==> src/hdl/radar_measurement_jacobian_defines.svh <==
// Assertion macros shared by the radar measurement Jacobian RTL.
// Included by the modules that carry concurrent assertions; needs clk_i and rst_ni in scope.
`ifndef RADAR_MEASUREMENT_JACOBIAN_DEFINES_SVH
`define RADAR_MEASUREMENT_JACOBIAN_DEFINES_SVH

// Checked on every clock edge outside reset.
`define RMJ_ASSERT(lbl, prop, msg) \
  lbl: assert property (@(posedge clk_i) disable iff (!rst_ni) (prop)) else $error(msg);

// Checked on every clock edge, reset included.
`define RMJ_ASSERT_ALWAYS(lbl, prop, msg) \
  lbl: assert property (@(posedge clk_i) (prop)) else $error(msg);

`endif

==> src/hdl/rmj_queue.sv <==
// Short register queue between the front end and the back end.
// Depends on the assertion macros header.
`include "radar_measurement_jacobian_defines.svh"
module rmj_queue #(
  parameter int DEPTH = 4,
  parameter int WIDTH = 8
) (
  input  logic             clk_i,
  input  logic             rst_ni,
  input  logic             push_i,
  input  logic [WIDTH-1:0] data_i,
  output logic             full_o,
  input  logic             pop_i,
  output logic [WIDTH-1:0] data_o,
  output logic             empty_o
);

  localparam int AW = (DEPTH > 1) ? $clog2(DEPTH) : 1;
  localparam int CW = $clog2(DEPTH + 1);

  logic [WIDTH-1:0] mem_q [DEPTH];
  logic [AW-1:0]    wr_q, rd_q;
  logic [CW-1:0]    cnt_q;

  assign full_o  = (cnt_q == CW'(DEPTH));
  assign empty_o = (cnt_q == '0);
  assign data_o  = mem_q[rd_q];

  always_ff @(posedge clk_i or negedge rst_ni) begin
    if (!rst_ni) begin
      wr_q  <= '0;
      rd_q  <= '0;
      cnt_q <= '0;
    end else begin
      if (push_i) begin
        wr_q <= (wr_q == AW'(DEPTH - 1)) ? '0 : wr_q + AW'(1);
      end
      if (pop_i) begin
        rd_q <= (rd_q == AW'(DEPTH - 1)) ? '0 : rd_q + AW'(1);
      end
      if (push_i && !pop_i) begin
        cnt_q <= cnt_q + CW'(1);
      end else if (pop_i && !push_i) begin
        cnt_q <= cnt_q - CW'(1);
      end
    end
  end

  always_ff @(posedge clk_i) begin
    if (push_i) begin
      mem_q[wr_q] <= data_i;
    end
  end

  `RMJ_ASSERT(a_no_overflow, push_i |-> (!full_o || pop_i), "item pushed into a full queue")
  `RMJ_ASSERT(a_no_underflow, pop_i |-> !empty_o, "item taken from an empty queue")
  `RMJ_ASSERT(a_cnt_bound, cnt_q <= CW'(DEPTH), "queue fill count beyond depth")

endmodule

==> config.mk <==
export PLATFORM = sky130hd
export DESIGN_NAME = rmj_queue
export DESIGN_NICKNAME = d
export VERILOG_FILES = /design/src/hdl/rmj_queue.sv
export VERILOG_INCLUDE_DIRS = /design/src /design/src/hdl
export SDC_FILE = /design/constraint.sdc
export NUM_CORES = 1
export LEC_CHECK = 0
export BUFFER_PORTS_ARGS = -buffer_cell sky130_fd_sc_hd__clkbuf_2
export CORE_ASPECT_RATIO = 1.25
export CORE_MARGIN = 2
export CORE_UTILIZATION = 48
export CTS_CLUSTER_DIAMETER = 50
export DETAILED_ROUTE_END_ITERATION = 12
export GPL_TIMING_DRIVEN = 0
export PLACE_DENSITY = 0.69
export SETUP_SLACK_MARGIN = 0.3
export SKIP_CTS_REPAIR_TIMING = 1
export SYNTH_ARGS = -nofsm -noshare
export SYNTH_HDL_FRONTEND = slang
export SYNTH_SLANG_ARGS = --single-unit
==> constraint.sdc <==
create_clock -name clk_i -period 2.5 [get_ports clk_i]
set_input_delay 0.25 -clock clk_i [delete_from_list [all_inputs] [get_ports clk_i]]
set_output_delay 0.25 -clock clk_i [all_outputs]
set_load 0.01 [all_outputs]
==> results.md <==
* Initial core utilization at 0.495
* PwrDens at 1040 mW/mm2
* DRT Pass-1 Iters at 4
* Post-layout min period at roughly 1.7 ns
* Total global-route track usage at 0.152
* Synth Area per Inst at between 15 and 20 um2
* Diodes inserted at 0
* Area grow syn2layout at 15.4%
* Synth top area cells: edfxtp_1 61%, mux4_2 11%, dfrtp_1 11%
* Worst EP arrival at approximately 1.5 ns
* Initial antenna violation count at 0
* Finished Cell Area at 0.00181 mm2
* HP Start: data_i[1]
* Setup-failing EPs final at 0
* Worst slack, placed at about 0.93 ns
* Worst Path Class, Setup: flop to output pin
* Remaining global-route overflow at 0
* Total Die Area at roughly 0.0037 mm2
* Die width at around 55 um
* Final worst setup slack at between 0.7 and 0.8 ns
* Clock sink count at 39
* Worst slew pin tran at about 0.43 ns
* Ratio of cells with drive above 1 in the final layout at 0.358
* Final Hold Viols at 0
* Row count at 23
* Largest net degree at the start of global routing at 12
* Cell count after placement at 137
* Finished Layout Cells at 146
* H-tree depth at 2
* Startpoint Class: flop
* RSZ-0062 raised after global routing: no
* Main synth FF type: edfxtp_1
* Maximum vdd drop at 0.706 mV
* Fin crit share at 0.700
* Reg-to-reg critical path startpoint: cnt_q[0]$_DFFE_PN0P_
* Initial DRC count at 13
* Clk_lat worst skew at approximately 0.28 ns
* I/O pin count at 22
* Post-route ant nets at 0
* Async S/R FF share, synth at 0.179
* Status: finished clean
* Vias/cell at ~5.1
* DRC Markers at 0
* Syn Nets at about 100
* Critical Path RT at ~2.3 ns
* First-pass GRT wire length at about 3500 um
* Core Region at around 0.0032 mm2
* EDFF count, synth at 32
* Final #Nets at around 130
* Max-cap violations at 0
* Placed cell area at about 0.0017 mm2
* Gate Count Post-Synth at a little under 80
* Max clock buf depth at 2
* Fin Setup TNS at 0 ns
* Root Driver: clkbuf_8
* WL/cell at around 15 um
* Vias in the first global route at around 740
* Clock skew at 0.00371 ns
* Hold Path Class: primary input to flop
* Clock tree from TritonCTS: done
* Final hold slack at 0.185 ns
* Clk slew on worst S/H paths at roughly 0.07 ns
* Dpl hpwl at ~1600 um
* Critical Path Sink Type: output pin
* DR vias at around 740
* Synth Cell Area at approximately 0.0016 mm2
* Port Buffers at 21
* Synth unique cells at 18
* Relative slew slack at 0.711
* Fmax at about 0.57 GHz
* Leak at 0.691 nW
* Die height at approximately 68 um
* Area leader, netlist: edfxtp_1
* Fin. max-slew vios at 0
* Yosys warns at 0
* GP Congestion at about 0.68
* Sequential area share after synthesis at 0.725
* Final WL at ~2200 um
* FF+latch count, synth at 39
* Share of the synthesized area in the top cell type at 0.613
* Commonest cells after routing, fill and taps aside: 32 x edfxtp_1, 21 x clkbuf_2, 8 x mux4_2
* Crit-path max FO at 10
* Worst setup path start: rd_q[0]$_DFFE_PN0P_
* CTS buffer count at 5
* # fillers at about 260
* Commonest non-fill, non-tap cell in the layout: edfxtp_1
==> kinds of logic after synthesis <==
family / synth area share
flip-flops: 0.725
AND/OR/NAND/NOR: 0.0367
multiplexers: 0.129
adder cells (fa/ha/maj): 0.0607
buffers and inverters: 0.0199
AO/OA/AOI/OAI: 0.0120
XOR/XNOR: 0.0168
==> stage by stage <==
| stage | power, mW | util |
|---|---|---|
| 2_1_floorplan | 1.34 | - |
| 3_3_place_gp | 1.51 | 0.543 |
| 3_5_place_dp | 1.53 | 0.543 |
| 4_1_cts | 1.92 | 0.568 |
| 5_1_grt | 2.02 | 0.572 |
| 6_report | 1.89 | 0.572 |
==> synth_stat cells, types with 2 or more instances <==
master,n
mux2_2,2
xor2_1,2
inv_1,4
o21ai_0,2
mux4_2,8
ha_1,6
nor2_1,2
and2_1,4
nor3_1,2
dfrtp_1,7
edfxtp_1,32
nand2_1,2
==> state kept, by name (all words and copies together) (netlist names) <==
register and flops:
wr_q 2, mem_q 32, cnt_q 3, rd_q 2
==> power by group <==
part	total [mW]	leakage, nW	internal [mW]	switching, mW
combinational	0.583	0.274	0.293	0.291
clock	0.381	0.0395	0.198	0.183
sequential	0.923	0.377	0.855	0.0680
==> worst max-delay path: stages, from the launching register on <==
cell and delay (ns):
dfrtp_1 0.37, buf_6 0.18, mux4_2 0.52, clkbuf_2 0.14
==> metal layers <==
metal	track usage	vias up	part of all wire
li1	-	362	-
met1	0.172	353	0.38
met2	0.238	18	0.54
met3	0.0590	6	0.050
met4	0.0915	0	0.027
met5	0	-	0
==> area by class of cell <==
cell class                      instances  area, um2  share of cell area
Sequential cell                        39       1140               0.628
Tap cell                               37       46.3              0.0256
Buffer                                  2       16.3             0.00899
Timing Repair Buffer                   22        115              0.0636
Inverter                                4       15.0             0.00830
Multi-Input combinational cell         34        400               0.221
Clock buffer                            8       80.1              0.0443
==> worst paths after layout <==
path | to | slack (ns) | depth (start not counted)
hold / removal | mem_q[0][1]$_DFFE_PP_ | 0.19 | 1
max in group asynchronous | wr_q[1]$_DFFE_PN0P_ | 1.99 | 2
setup / recovery | data_o[6] | 0.75 | 3
hold reg to reg | cnt_q[2]$_DFFE_PN0P_ | 0.49 | 1
min in group asynchronous | cnt_q[2]$_DFFE_PN0P_ | 0.34 | 2
setup reg to reg | cnt_q[2]$_DFFE_PN0P_ | 1.10 | 4
(Power assumes the default switching activity.)
